`src/design/md5_pkg.sv`:
```
// ============================================================================
// MD5 package
// Shared constants, types and round functions for the MD5 stream hasher.
// ============================================================================
package md5_pkg;

    localparam int BLOCK_BYTES = 64;
    localparam int QUEUE_DEPTH = 4;

    localparam logic [31:0] INIT_A = 32'h67452301;
    localparam logic [31:0] INIT_B = 32'hefcdab89;
    localparam logic [31:0] INIT_C = 32'h98badcfe;
    localparam logic [31:0] INIT_D = 32'h10325476;
    localparam logic [7:0]  PAD_BYTE = 8'h80;
    localparam logic [5:0]  LEN_POS  = 6'd56;

    // One queue entry: a classified byte item.
    typedef struct packed {
        logic [7:0] data_byte;
        logic       has_byte;
        logic       last;
    } t_item;

    typedef struct packed {
        logic [31:0] w0;
        logic [31:0] w1;
        logic [31:0] w2;
        logic [31:0] w3;
    } t_digest;

    function automatic logic [31:0] round_add(input logic [5:0] r);
        logic [31:0] k [64];
        k = '{
            32'hd76aa478, 32'he8c7b756, 32'h242070db, 32'hc1bdceee,
            32'hf57c0faf, 32'h4787c62a, 32'ha8304613, 32'hfd469501,
            32'h698098d8, 32'h8b44f7af, 32'hffff5bb1, 32'h895cd7be,
            32'h6b901122, 32'hfd987193, 32'ha679438e, 32'h49b40821,
            32'hf61e2562, 32'hc040b340, 32'h265e5a51, 32'he9b6c7aa,
            32'hd62f105d, 32'h02441453, 32'hd8a1e681, 32'he7d3fbc8,
            32'h21e1cde6, 32'hc33707d6, 32'hf4d50d87, 32'h455a14ed,
            32'ha9e3e905, 32'hfcefa3f8, 32'h676f02d9, 32'h8d2a4c8a,
            32'hfffa3942, 32'h8771f681, 32'h6d9d6122, 32'hfde5380c,
            32'ha4beea44, 32'h4bdecfa9, 32'hf6bb4b60, 32'hbebfbc70,
            32'h289b7ec6, 32'heaa127fa, 32'hd4ef3085, 32'h04881d05,
            32'hd9d4d039, 32'he6db99e5, 32'h1fa27cf8, 32'hc4ac5665,
            32'hf4292244, 32'h432aff97, 32'hab9423a7, 32'hfc93a039,
            32'h655b59c3, 32'h8f0ccc92, 32'hffeff47d, 32'h85845dd1,
            32'h6fa87e4f, 32'hfe2ce6e0, 32'ha3014314, 32'h4e0811a1,
            32'hf7537e82, 32'hbd3af235, 32'h2ad7d2bb, 32'heb86d391};
        return k[r];
    endfunction

    function automatic logic [4:0] rot_amount(input logic [5:0] r);
        logic [4:0] s [16];
        s = '{5'd7, 5'd12, 5'd17, 5'd22, 5'd5, 5'd9, 5'd14, 5'd20,
              5'd4, 5'd11, 5'd16, 5'd23, 5'd6, 5'd10, 5'd15, 5'd21};
        return s[{r[5:4], r[1:0]}];
    endfunction

    // Word index of the message schedule for round r.
    function automatic logic [3:0] word_index(input logic [5:0] r);
        logic [3:0] g;
        case (r[5:4])
            2'd0:    g = r[3:0];
            2'd1:    g = 4'(5 * r[3:0] + 1);
            2'd2:    g = 4'(3 * r[3:0] + 5);
            default: g = 4'(7 * r[3:0]);
        endcase
        return g;
    endfunction

    function automatic logic [31:0] round_mix(input logic [1:0] ph, input logic [31:0] b,
                                              input logic [31:0] c, input logic [31:0] d);
        logic [31:0] f;
        case (ph)
            2'd0:    f = (b & c) | (~b & d);
            2'd1:    f = (d & b) | (~d & c);
            2'd2:    f = b ^ c ^ d;
            default: f = c ^ (b | ~d);
        endcase
        return f;
    endfunction

endpackage

```
`src/design/md5_if.sv`:
```
// ============================================================================
// MD5 stream channels
// Valid/ready channels for input items and digest results.
// ============================================================================
interface md5_in_if;
    import md5_pkg::*;
    logic  valid;
    logic  ready;
    t_item payload;
    modport source (output valid, output payload, input ready);
    modport sink (input valid, input payload, output ready);
endinterface

interface md5_out_if;
    import md5_pkg::*;
    logic    valid;
    logic    ready;
    t_digest payload;
    modport source (output valid, output payload, input ready);
    modport sink (input valid, input payload, output ready);
endinterface

```
`src/design/md5_ram.sv`:
```
// ============================================================================
// MD5 generic RAM
// Single write port, single read port, registered read data.
// ============================================================================
module md5_ram #(
    parameter int WIDTH = 8,
    parameter int DEPTH = 64
) (
    input  logic                     i_clk,
    input  logic                     i_we,
    input  logic [$clog2(DEPTH)-1:0] i_waddr,
    input  logic [WIDTH-1:0]         i_wdata,
    input  logic [$clog2(DEPTH)-1:0] i_raddr,
    output logic [WIDTH-1:0]         o_rdata
);
    logic [WIDTH-1:0] r_mem [DEPTH];
    logic [WIDTH-1:0] r_rdata;

    always_ff @(posedge i_clk) begin
        if (i_we) begin
            r_mem[i_waddr] <= i_wdata;
        end
        r_rdata <= r_mem[i_raddr];
    end

    assign o_rdata = r_rdata;
endmodule

```
`src/design/md5_front.sv`:
```
// ============================================================================
// MD5 front end
// Accept items, drop empty non-last ones, and queue the rest.
// ============================================================================
module md5_front import md5_pkg::*; #(
    parameter int DEPTH = QUEUE_DEPTH
) (
    input  logic     i_clk,
    input  logic     i_rst_n,
    md5_in_if.sink   in_ch,
    output logic     o_q_valid,
    output t_item    o_q_item,
    input  logic     i_q_pop
);
    localparam int AW = $clog2(DEPTH);

    t_item           r_q [DEPTH];
    logic [AW-1:0]   r_wp, r_rp;
    logic [AW:0]     r_cnt;
    logic            push, keep;

    assign in_ch.ready = (r_cnt != (AW+1)'(DEPTH));
    assign keep = in_ch.payload.has_byte | in_ch.payload.last;
    assign push = in_ch.valid & in_ch.ready & keep;
    assign o_q_valid = (r_cnt != '0);
    assign o_q_item = r_q[r_rp];

    always_ff @(posedge i_clk) begin
        if (!i_rst_n) begin
            r_wp <= '0;
            r_rp <= '0;
            r_cnt <= '0;
        end else begin
            if (push) begin
                r_wp <= AW'((32'(r_wp) + 1) % DEPTH);
            end
            if (i_q_pop) begin
                r_rp <= AW'((32'(r_rp) + 1) % DEPTH);
            end
            r_cnt <= r_cnt + (AW+1)'(push) - (AW+1)'(i_q_pop);
        end
        if (push) begin
            r_q[r_wp] <= in_ch.payload;
        end
    end
endmodule

```
`src/design/md5_back.sv`:
```
// ============================================================================
// MD5 back end
// Buffer bytes, pad, run 64 rounds per block and emit the digest.
// ============================================================================
module md5_back import md5_pkg::*; (
    input  logic     i_clk,
    input  logic     i_rst_n,
    input  logic     i_q_valid,
    input  t_item    i_q_item,
    output logic     o_q_pop,
    md5_out_if.source out_ch
);
    localparam logic [2:0] ST_FILL  = 3'd0;
    localparam logic [2:0] ST_PAD   = 3'd1;
    localparam logic [2:0] ST_LOAD  = 3'd2;
    localparam logic [2:0] ST_ROUND = 3'd3;
    localparam logic [2:0] ST_ADD   = 3'd4;
    localparam logic [2:0] ST_OUT   = 3'd5;

    logic [2:0]  r_st;
    logic [5:0]  r_fill;
    logic [63:0] r_total;
    logic        r_fin;      // closing in progress
    logic        r_lenph;    // writing length bytes
    logic        r_pend;     // close pending
    logic [31:0] r_h [4];
    logic [31:0] r_a, r_b, r_c, r_d;
    logic [6:0]  r_rnd;      // load/round counter
    logic [31:0] r_w [16];
    logic        r_ovalid;
    t_digest     r_dig;

    logic        we;
    logic [5:0]  waddr, raddr;
    logic [7:0]  wdata, rdata;
    logic [63:0] bits;
    logic [31:0] f, sum, rot, wg;
    logic [5:0]  rr;
    logic [4:0]  sh;

    md5_ram #(.WIDTH(8), .DEPTH(BLOCK_BYTES)) u_buf (
        .i_clk(i_clk), .i_we(we), .i_waddr(waddr), .i_wdata(wdata),
        .i_raddr(raddr), .o_rdata(rdata)
    );

    assign bits = {r_total[60:0], 3'b000};
    assign o_q_pop = (r_st == ST_FILL) & i_q_valid;
    assign waddr = r_fill;
    assign raddr = r_rnd[5:0];

    always_comb begin
        we = 1'b0;
        wdata = i_q_item.data_byte;
        if (r_st == ST_FILL && i_q_valid && i_q_item.has_byte) begin
            we = 1'b1;
        end else if (r_st == ST_PAD) begin
            we = 1'b1;
            if (!r_fin) begin
                wdata = PAD_BYTE;
            end else if (r_lenph) begin
                wdata = bits[8*(r_fill[2:0]) +: 8];
            end else begin
                wdata = 8'h00;
            end
        end
    end

    assign rr  = r_rnd[5:0];
    assign f   = round_mix(rr[5:4], r_b, r_c, r_d);
    assign wg  = r_w[word_index(rr)];
    assign sum = r_a + f + round_add(rr) + wg;
    assign sh  = rot_amount(rr);
    assign rot = (sum << sh) | (sum >> (6'd32 - {1'b0, sh}));

    always_ff @(posedge i_clk) begin
        if (!i_rst_n) begin
            r_st <= ST_FILL;
            r_fill <= '0;
            r_total <= '0;
            r_fin <= 1'b0;
            r_lenph <= 1'b0;
            r_pend <= 1'b0;
            r_rnd <= '0;
            r_ovalid <= 1'b0;
            r_h[0] <= INIT_A; r_h[1] <= INIT_B;
            r_h[2] <= INIT_C; r_h[3] <= INIT_D;
        end else begin
            if (r_ovalid && out_ch.ready) begin
                r_ovalid <= 1'b0;
            end
            case (r_st)
                ST_FILL: begin
                    if (i_q_valid) begin
                        if (i_q_item.has_byte) begin
                            r_total <= r_total + 64'd1;
                            r_fill <= r_fill + 6'd1;
                        end
                        if (i_q_item.last) begin
                            r_st <= ST_PAD;
                            // the last byte may complete a block first
                            r_fin <= 1'b0;
                            r_pend <= 1'b1;
                        end
                        if (i_q_item.has_byte && r_fill == 6'd63) begin
                            r_st <= ST_LOAD;
                            r_rnd <= '0;
                        end
                    end
                end
                ST_PAD: begin
                    // first step writes 0x80; then zeros to 56, then length
                    r_fin <= 1'b1;
                    if (r_fill == 6'd55) r_lenph <= 1'b1;
                    r_fill <= r_fill + 6'd1;
                    if (r_fill == 6'd63) begin
                        r_st <= ST_LOAD;
                        r_rnd <= '0;
                    end
                end
                ST_LOAD: begin
                    // read data is registered: data for address n arrives while the counter holds n+1
                    r_rnd <= r_rnd + 7'd1;
                    if (r_rnd != 7'd0) begin
                        r_w[r_rnd[5:2] - 4'(r_rnd[1:0] == 2'd0)]
                            [8*(2'(r_rnd[1:0] - 2'd1)) +: 8] <= rdata;
                    end
                    if (r_rnd == 7'd64) begin
                        r_st <= ST_ROUND;
                        r_rnd <= '0;
                        r_a <= r_h[0]; r_b <= r_h[1];
                        r_c <= r_h[2]; r_d <= r_h[3];
                    end
                end
                ST_ROUND: begin
                    r_a <= r_d; r_d <= r_c; r_c <= r_b;
                    r_b <= r_b + rot;
                    r_rnd <= r_rnd + 7'd1;
                    if (r_rnd == 7'd63) r_st <= ST_ADD;
                end
                ST_ADD: begin
                    r_h[0] <= r_h[0] + r_a; r_h[1] <= r_h[1] + r_b;
                    r_h[2] <= r_h[2] + r_c; r_h[3] <= r_h[3] + r_d;
                    if (r_lenph) begin
                        r_st <= ST_OUT;         // length block done
                    end else if (r_pend) begin
                        r_st <= ST_PAD;         // close pending after full block
                    end else begin
                        r_st <= ST_FILL;        // plain full block
                    end
                end
                default: begin  // ST_OUT
                    if (!r_ovalid || out_ch.ready) begin
                        r_ovalid <= 1'b1;
                        r_dig <= '{r_h[0], r_h[1], r_h[2], r_h[3]};
                        r_h[0] <= INIT_A; r_h[1] <= INIT_B;
                        r_h[2] <= INIT_C; r_h[3] <= INIT_D;
                        r_total <= '0;
                        r_fill <= '0;
                        r_fin <= 1'b0;
                        r_lenph <= 1'b0;
                        r_pend <= 1'b0;
                        r_st <= ST_FILL;
                    end
                end
            endcase
        end
    end

    assign out_ch.valid = r_ovalid;
    assign out_ch.payload = r_dig;
endmodule

```
`src/design/md5_stream_hasher_core.sv`:
```
// ============================================================================
// MD5 stream hasher core
// Byte-serial MD5 digest engine with a queued front end and a block engine.
// ============================================================================
//
//  channel   | dir | payload                              | handshake
//  ----------+-----+--------------------------------------+-------------
//  in_ch     | in  | data_byte[7:0], has_byte, last       | valid/ready
//  out_ch    | out | digest word0..word3, 32 bits each    | valid/ready
//
//  Each popped byte goes into the block buffer; a byte that completes a
//  64-byte block holds the back end while the block is read back, run through
//  the rounds and added into the chaining words (one round per cycle through
//  a single round unit). Closing writes the padding at one byte per cycle and
//  runs one or two more blocks before the digest is shown. The four-entry
//  queue takes items until full while the back end is busy. Reset is
//  synchronous, active low, and restores the MD5 initial chaining words.
//
module md5_stream_hasher_core import md5_pkg::*; #(
    parameter int QDEPTH = QUEUE_DEPTH
) (
    input  logic      i_clk,
    input  logic      i_rst_n,
    md5_in_if.sink    in_ch,
    md5_out_if.source out_ch
);
    logic  q_valid, q_pop;
    t_item q_item;

    // Front: accept and queue transactions.
    md5_front #(.DEPTH(QDEPTH)) u_front (
        .i_clk(i_clk), .i_rst_n(i_rst_n), .in_ch(in_ch),
        .o_q_valid(q_valid), .o_q_item(q_item), .i_q_pop(q_pop)
    );

    // Back: buffer, pad, compress, deliver.
    md5_back u_back (
        .i_clk(i_clk), .i_rst_n(i_rst_n), .i_q_valid(q_valid),
        .i_q_item(q_item), .o_q_pop(q_pop), .out_ch(out_ch)
    );

`ifndef NO_ASSERTIONS
    // A queue pop needs something in the queue.
    a_pop_ok: assert property (@(posedge i_clk) disable iff (!i_rst_n)
        q_pop |-> q_valid) else $error("pop from empty queue");

    // A shown digest stays until taken.
    a_out_hold: assert property (@(posedge i_clk) disable iff (!i_rst_n)
        out_ch.valid && !out_ch.ready |=> out_ch.valid && $stable(out_ch.payload))
        else $error("digest dropped");
`endif
endmodule

```
`src/flat_wrapper.sv`:
```
// flat-port wrapper written by rule: the top's interface ports become plain ports
module md5_stream_hasher_core_flat import md5_pkg::*;
#(
    parameter int QDEPTH = QUEUE_DEPTH
)
  (i_clk, i_rst_n, in_ch_valid, in_ch_payload, in_ch_ready, out_ch_valid, out_ch_payload, out_ch_ready);
  md5_in_if in_ch_i ();
  md5_out_if out_ch_i ();
  input  logic i_clk;
  input  logic i_rst_n;
  input wire logic [$bits(in_ch_i.valid)-1:0] in_ch_valid;
  input wire logic [$bits(in_ch_i.payload)-1:0] in_ch_payload;
  output wire logic [$bits(in_ch_i.ready)-1:0] in_ch_ready;
  output wire logic [$bits(out_ch_i.valid)-1:0] out_ch_valid;
  output wire logic [$bits(out_ch_i.payload)-1:0] out_ch_payload;
  input wire logic [$bits(out_ch_i.ready)-1:0] out_ch_ready;
  assign in_ch_i.valid = in_ch_valid;
  assign in_ch_i.payload = in_ch_payload;
  assign in_ch_ready = in_ch_i.ready;
  assign out_ch_valid = out_ch_i.valid;
  assign out_ch_payload = out_ch_i.payload;
  assign out_ch_i.ready = out_ch_ready;
  md5_stream_hasher_core #(.QDEPTH(QDEPTH)) u_core (.i_clk(i_clk), .i_rst_n(i_rst_n), .in_ch(in_ch_i), .out_ch(out_ch_i));
endmodule
```
`config.mk`:
```
export PLATFORM = sky130hd
export DESIGN_NAME = md5_stream_hasher_core_flat
export DESIGN_NICKNAME = d
export VERILOG_FILES = /design/src/design/md5_pkg.sv /design/src/design/md5_if.sv /design/src/design/md5_ram.sv /design/src/design/md5_front.sv /design/src/design/md5_back.sv /design/src/design/md5_stream_hasher_core.sv /design/src/flat_wrapper.sv
export SDC_FILE = /design/constraint.sdc
export NUM_CORES = 2
export LEC_CHECK = 0
export BUFFER_PORTS_ARGS = -buffer_cell sky130_fd_sc_hd__buf_2
export CORE_MARGIN = 1
export CORE_UTILIZATION = 49
export CTS_BUF_LIST = sky130_fd_sc_hd__clkbuf_4
export DETAILED_ROUTE_END_ITERATION = 10
export SYNTH_ARGS = -nofsm -noshare
export SYNTH_HDL_FRONTEND = slang
export SYNTH_HIERARCHICAL = 1
export SYNTH_SLANG_ARGS = --single-unit
```
`constraint.sdc`:
```
create_clock -name i_clk -period 12.9 [get_ports i_clk]
set_input_delay 0.645 -clock i_clk [delete_from_list [all_inputs] [get_ports i_clk]]
set_output_delay 0.645 -clock i_clk [all_outputs]
set_load 0.01 [all_outputs]
```
Word-level counts from Yosys, hierarchy flattened
Memories as Yosys holds them, arrays and structs flattened. A register that Yosys moved wholly into a read port is not among the register bits. Cells that the tools add are included.

Bits in registers: 347. Bits in writable memories: 1192. Bits in read-only memories: 2128. Input bits: 14. Output and inout bits: 130. Logic and storage cells: 218. Memories kept: 6.

Add/subtract/negate cells: 21. Multipliers: 3. Magnitude comparators: 2. Eq/ne operators: 20. Shift operators: 5. Mux-type cells: 81. Bitwise logic cells: 31. Reduce and logical (&&, ||, !) cells: 30.

Memories: (name not given) (depth 64, bits a word 32, read ports 1, clocked after memory_dff 0, wr ports 0, line md5_pkg.sv:50) `return k[r];`; u_core.u_back.r_w (depth 16, bits a word 32, read ports 1, clocked after memory_dff 0, wr ports 1, line md5_back.sv:29) `logic [31:0] r_w [16];`; u_core.u_back.u_buf.r_mem (depth 64, bits a word 8, read ports 1, clocked after memory_dff 1, wr ports 1, line md5_ram.sv:16) `logic [WIDTH-1:0] r_mem [DEPTH];`; u_core.u_back.r_h (depth 4, bits a word 32, read ports 4, clocked after memory_dff 0, wr ports 4, line md5_back.sv:26) `logic [31:0] r_h [4];`; (name not given) (depth 16, bits a word 5, read ports 1, clocked after memory_dff 0, wr ports 0, line md5_pkg.sv:57) `return s[{r[5:4], r[1:0]}];`; u_core.u_front.r_q (depth 4, bits a word 10, read ports 1, clocked after memory_dff 1, wr ports 1, line md5_front.sv:17) `t_item r_q [DEPTH];`.

Operators with widths (count): $mux W32 (15); $add A32 B32 Y32 (8); $pmux W32 S2 (4); $mux W64 (3); $and A32 B32 Y32 (4); $or A32 B32 Y32 (4); $pmux W64 S2 (1); $pmux W32 S3 (1); $xor A32 B32 Y32 (3); $add A64 B1 Y64 const B (1); $not A32 Y32 (2); $shiftx A64 B7 Y8 (1); $neg A5 Y34 (1); $shift A8 B34 Y32 const A (1); $shiftx A8 B34 Y32 (1); $mux W8 (4); $shl A32 B5 Y32 (1); $shr A32 B6 Y32 (1); $mux W7 (4); $pmux W7 S4 (1); $mux W1 (27); $mux W3 (8); $reduce_and A4 Y1 (5); $mux W6 (3); 53 further kinds (89).

Logic depth before layout (Yosys ltp)
Depth after elaboration: 11. Gate-level depth with buffers: 46. Mapped depth without buffers: 42.

Hierarchy
Netlist, hierarchy kept.

Modules (own cells, without submodules): md5_back (times used 1, cells each 5014, area an instance 56287.7 sq um, seq. area each 27886.7 sq um); md5_ram (times used 1, cells each 940, area an instance 20166.8 sq um, seq. area each 15534.9 sq um); md5_front (times used 1, cells each 100, area an instance 1904.3 sq um, seq. area each 1381.3 sq um).

Worst setup path after synthesis
No wires, ideal clock.

Kind: register to register. Start point: register u_core.u_back.r_rnd[2]. End point: register u_core.u_back.r_b[31], data pin. Library setup time: 0.145 ns. Arrival time: 11.310 ns. Data required time: 12.755 ns. Path slack: 1.445 ns. Stages on the path, launching flop included: 44. Buffers on the path: 7. Clock period less this slack: 11.455 ns. Path through: dfxtp_1 > clkbuf_1 > inv_1 > clkbuf_1 > buf_1 > fa_1 > inv_1 > ha_1 > mux4_2 > clkbuf_1 > clkbuf_1 > buf_1 > mux2i_1 > a21oi_1 > fa_1 > inv_1 > fa_1 > inv_1 > [8 not listed] > mux4_2 > nand2_1 > o31a_2 > a21oi_1 > a211o_1 > ha_1 > a2111oi_0 > o21ai_1 > o21a_1 > or4_1 > a21oi_1 > nor2_1 > and3_1 > o31a_1 > a31o_2 > a31oi_1 > xnor3_1 > o21ai_1.

Cells in the longest elaborated chain, start to end: 10. Elaborated cells between the ends (all ways): 18. Classes of those cells: add/sub: 5; mul: 3; shift: 2; mux: 4; bitwise: 2; memory: 2.

RTL lines: start, declared (line md5_back.sv:28) `logic [6:0] r_rnd;`; start signal, assigned (line md5_back.sv:122) `r_rnd <= r_rnd + 7'd1;`; start signal, assigned (line md5_back.sv:137) `r_rnd <= r_rnd + 7'd1;`; parallel branches: the longest is 5 deep, another holds $mem_v2 Z16 W32; $add A32 B32 Y32 * (line md5_back.sv:71) `assign sum = r_a + f + round_add(rr) + wg;`; $shr A32 B6 Y32 / $shl A32 B5 Y32 (equally long branches) (line md5_back.sv:73) `assign rot = (sum << sh) | (sum >> (6'd32 - {1'b0, sh}));`; $or A32 B32 Y32 * (line md5_back.sv:73); $add A32 B32 Y32 * (line md5_back.sv:136) `r_b <= r_b + rot;`; $pmux W32 S2 * (line md5_back.sv:91) `case (r_st)`; end signal, assigned (line md5_back.sv:130) `r_a <= r_h[0]; r_b <= r_h[1];`; end signal, assigned (line md5_back.sv:136); end, declared (line md5_back.sv:27) `logic [31:0] r_a, r_b, r_c, r_d;`.

Mark *: on every way between the ends. The select of a mux whose other input is x is not followed. A chain may end at the register's enable or synchronous reset.

Worst setup path in the final report
Start point: register u_core.u_back.r_rnd[0]. End point: register u_core.u_back.r_b[31], data pin.

Cells in the longest elaborated chain, start to end: 10. Elaborated cells between the ends (all ways): 23. Classes of those cells: add/sub: 6; mul: 3; shift: 2; mux: 6; bitwise: 3; memory: 3.

RTL lines (line): parallel branches: the longest is 7 deep, another holds $mem_v2 Z16 W32; $or A32 B32 Y32 * (md5_back.sv:73); $add A32 B32 Y32 * (md5_back.sv:136); $pmux W32 S2 * (md5_back.sv:91).

Marked as above.

==> impl_metrics.env <==
export IMPL_grt_max_degree=134
export IMPL_ir_worst_vdd_uv=128
export IMPL_period_minus_slack_ps=11670
export IMPL_ys_seq_elements=1546
export IMPL_critPathTopFamily="compound AO/OA/AOI/OAI gates"
export IMPL_drt_iter0_markers=5317
export IMPL_layout_drive_gt1_share_pct=20.2
export IMPL_num_vias=53200
export IMPL_hold_viol=0
export IMPL_synth_nets=6377
export IMPL_syn_cell_area_mm2=0.0784
export IMPL_overflow=0
export IMPL_place_gp_congestion=0.969
export IMPL_grt_use_met3_pct=4.95
export IMPL_crit_arrival_ps=12840
export IMPL_clock_latency_ps=1410
export IMPL_path_buf_inv=5
export IMPL_htree_levels=5
export IMPL_fin_crit_sh_pct=90.5
export IMPL_cts_tree="yes"
export IMPL_tightestPinTransition_ps=1220
export IMPL_hold_class="in -> reg"
export IMPL_start_kind="flip-flop"
export IMPL_cts_sinks=1546
export IMPL_critPathMaxFanout=45
export IMPL_yosys_area_top_type="edfxtp_1"
export IMPL_grt_pass1_vias=52400
export IMPL_cts_resized=0
export IMPL_instances_no_fill=8786
export IMPL_hpwlAfterDp_um=158000
export IMPL_max_freq_mhz=85.7
export IMPL_synth_top_area_share_pct=53.0
export IMPL_synth_cells=6054
export IMPL_syn2layout_area_growth_pct=10.5
export IMPL_worstPathRequired_ps=14070
export IMPL_track_usage_pct=28.1
export IMPL_maxCapViolCount=0
export IMPL_cts_setup_buffers=0
export IMPL_wire_per_inst_um=26.0
export IMPL_use_met1_pct=38.4
export IMPL_numCtsBuffers=409
export IMPL_yosys_most_used_dff="edfxtp_1"
export IMPL_drt_pass1_iterations=6
export IMPL_critPathSlowestCell="mux4_4"
export IMPL_yosysWarningCount=6
export IMPL_n_fill_cell=13500
export IMPL_leakage_nw=30.2
export IMPL_setup_tns_ps=0
export IMPL_routed_via_density=6.06
export IMPL_top_usage_layer="met2"
export IMPL_fin_skew_ps=120
export IMPL_chipHeight_um=402
export IMPL_drc=0
export IMPL_clockBufferDepth=4
export IMPL_crit_top_cell="a21oi_1"
export IMPL_slew_headroom_pct=18.5
export IMPL_synth_common_cells="edfxtp_1 (1384), nor2_1 (506), nand2_1 (459)"
export IMPL_die_area_mm2=0.162
export IMPL_start_util_pct=49.4
export IMPL_endpoint_kind="flip-flop"
export IMPL_core_mm2=0.159
export IMPL_setup_viol_count_final=0
export IMPL_cts_root_buf="clkbuf_4"
export IMPL_synth_async_reset_ratio_pct=0
export IMPL_clk_pin_slew_ps=60
export IMPL_synth_area_leaders="edfxtp_1 (53%), mux4_2 (8.5%), dfxtp_1 (4.1%)"
export IMPL_whs_ps=306
export IMPL_ant_nets=0
export IMPL_yosysMostFrequentCell="edfxtp_1"
export IMPL_ys_types=87
export IMPL_syn_area_per_cell_um2=12.9
export IMPL_dieWidth_um=402
export IMPL_slew_violations=0
export IMPL_critPathMaxStageDelay_ps=940
export IMPL_power_density_mw_per_mm2=174
export IMPL_outcome="finished clean"
export IMPL_rsz0062_at_grt="no"
export IMPL_fin_nets=6748
export IMPL_io_buffers=143
export IMPL_antenna_found_initial=11
export IMPL_use_met2_pct=44.2
export IMPL_dp_cells=8062
export IMPL_regArea_mm2=0.0448
export IMPL_grt_pass1_wl_um=339000
export IMPL_synth_edff_count=1384
export IMPL_total_power_mw=15.0
export IMPL_multi_input_area_mm2=0.0317
export IMPL_drt_wl_total_um=228000
export IMPL_critPathKind="reg -> reg"
export IMPL_ys_seq_area_share_pct=57.2
export IMPL_num_io_pins=144
export IMPL_num_rows=146
## per-stage QoR
step	instance area [um^2]	util [%]	setup slack [ps]
finish	86600	54.6	1230
global route	86600	54.6	363
CTS	86600	54.6	1290
detailed placement	81400	51.4	1320
global placement	81400	51.4	1460
floorplan	78400	-	1450
## report_power, final
part           internal, mW  switching [mW]
logic                  1.73            3.15
registers              5.92           0.125
clock network          2.14            1.96
total                  9.79            5.24
## sequential cells by signal, indices dropped and copies added, names as in the netlist, 40 cells and up, named ones only
name / flops
u_core/u_back/r_h: 128
u_core/u_back/out_ch.payload: 128
u_core/u_back/r_total: 61
u_core/u_front/r_q: 40
u_core/u_back/u_buf/r_mem: 512
u_core/u_back/r_w: 512
## layer usage
metal,part of all wire [%],routed length (um),vias up
met1,42,95800,26600
met4,4.2,9520,2
met3,7.0,16100,436
met5,0.0057,13,-
met2,47,107000,2129
li1,-,-,24100
## what timing repair did
| item | CTS | global route |
|---|---|---|
| endpoints found under the hold margin | 75 | 0 |
| hold buffers | 24 | 0 |
| setup endpoints to repair | 0 | 0 |
## worst paths after layout
| kind | cells after the start | startpoint | end | slack [ps] |
|---|---|---|---|---|
| max | 37 | u_core/u_back/r_rnd[0] | u_core/u_back/r_b[31] | 1230 |
| min | 3 | i_rst_n | u_core/u_back/r_h[3][1] | 310 |
| max reg2reg | 37 | u_core/u_back/r_rnd[0] | u_core/u_back/r_b[31] | 1230 |
| min reg2reg | 0 | u_core/u_back/r_h[1][26] | u_core/u_back/out_ch.payload[90] | 480 |
## cells by family (layout without fill, tap and decap cells)
kind of cell	count (synthesis)	after routing	share of synthesized area, %
flip-flops	1546	1546	57.2
AND/OR/NAND/NOR	1526	1526	8.85
AO/OA/AOI/OAI	1348	1348	10.7
multiplexers	554	554	12.0
buffers and inverters	499	1152	2.59
adder cells (fa/ha/maj)	309	309	5.63
XOR/XNOR	272	272	3.08
other	0	7	0
## area by class of cell
class / count / area share (%)
antenna: 7 / 0.0202
clock buffer: 591 / 5.12
clock inverter: 102 / 0.555
inverter: 194 / 0.841
multi-input combinational: 4009 / 36.6
sequential: 1546 / 51.8
tap: 2072 / 2.99
timing repair buffer: 265 / 2.07
## worst register-to-register path: cells and delay by family, from the launching register on
family	cells	cell delay, ps
mux	2	1570
simple gates	6	1510
fa+ha+maj	6	2720
buf+inv	5	870
xor+xnor	2	590
flops	1	630
compound gates	16	3630
## placed cells by master (no fill, tap or decap), types with 51 or more instances in the layout
master,count
inv_1,190
nor2_1,505
buf_4,90
o21ai_0,379
edfxtp_1,1384
dfxtp_1,156
nand2_1,456
nand3_1,105
a21oi_1,341
nor3_1,91
nand2b_1,51
clkinv_1,82
and2_1,63
buf_2,143
a211oi_1,115
mux2_2,121
a31oi_1,59
mux4_2,294
xor2_1,128
clkbuf_4,591
mux2i_1,138
fa_1,73
ha_1,236
xnor2_1,137
a21o_1,95
nor2b_1,79
(Power assumes the default switching activity.)
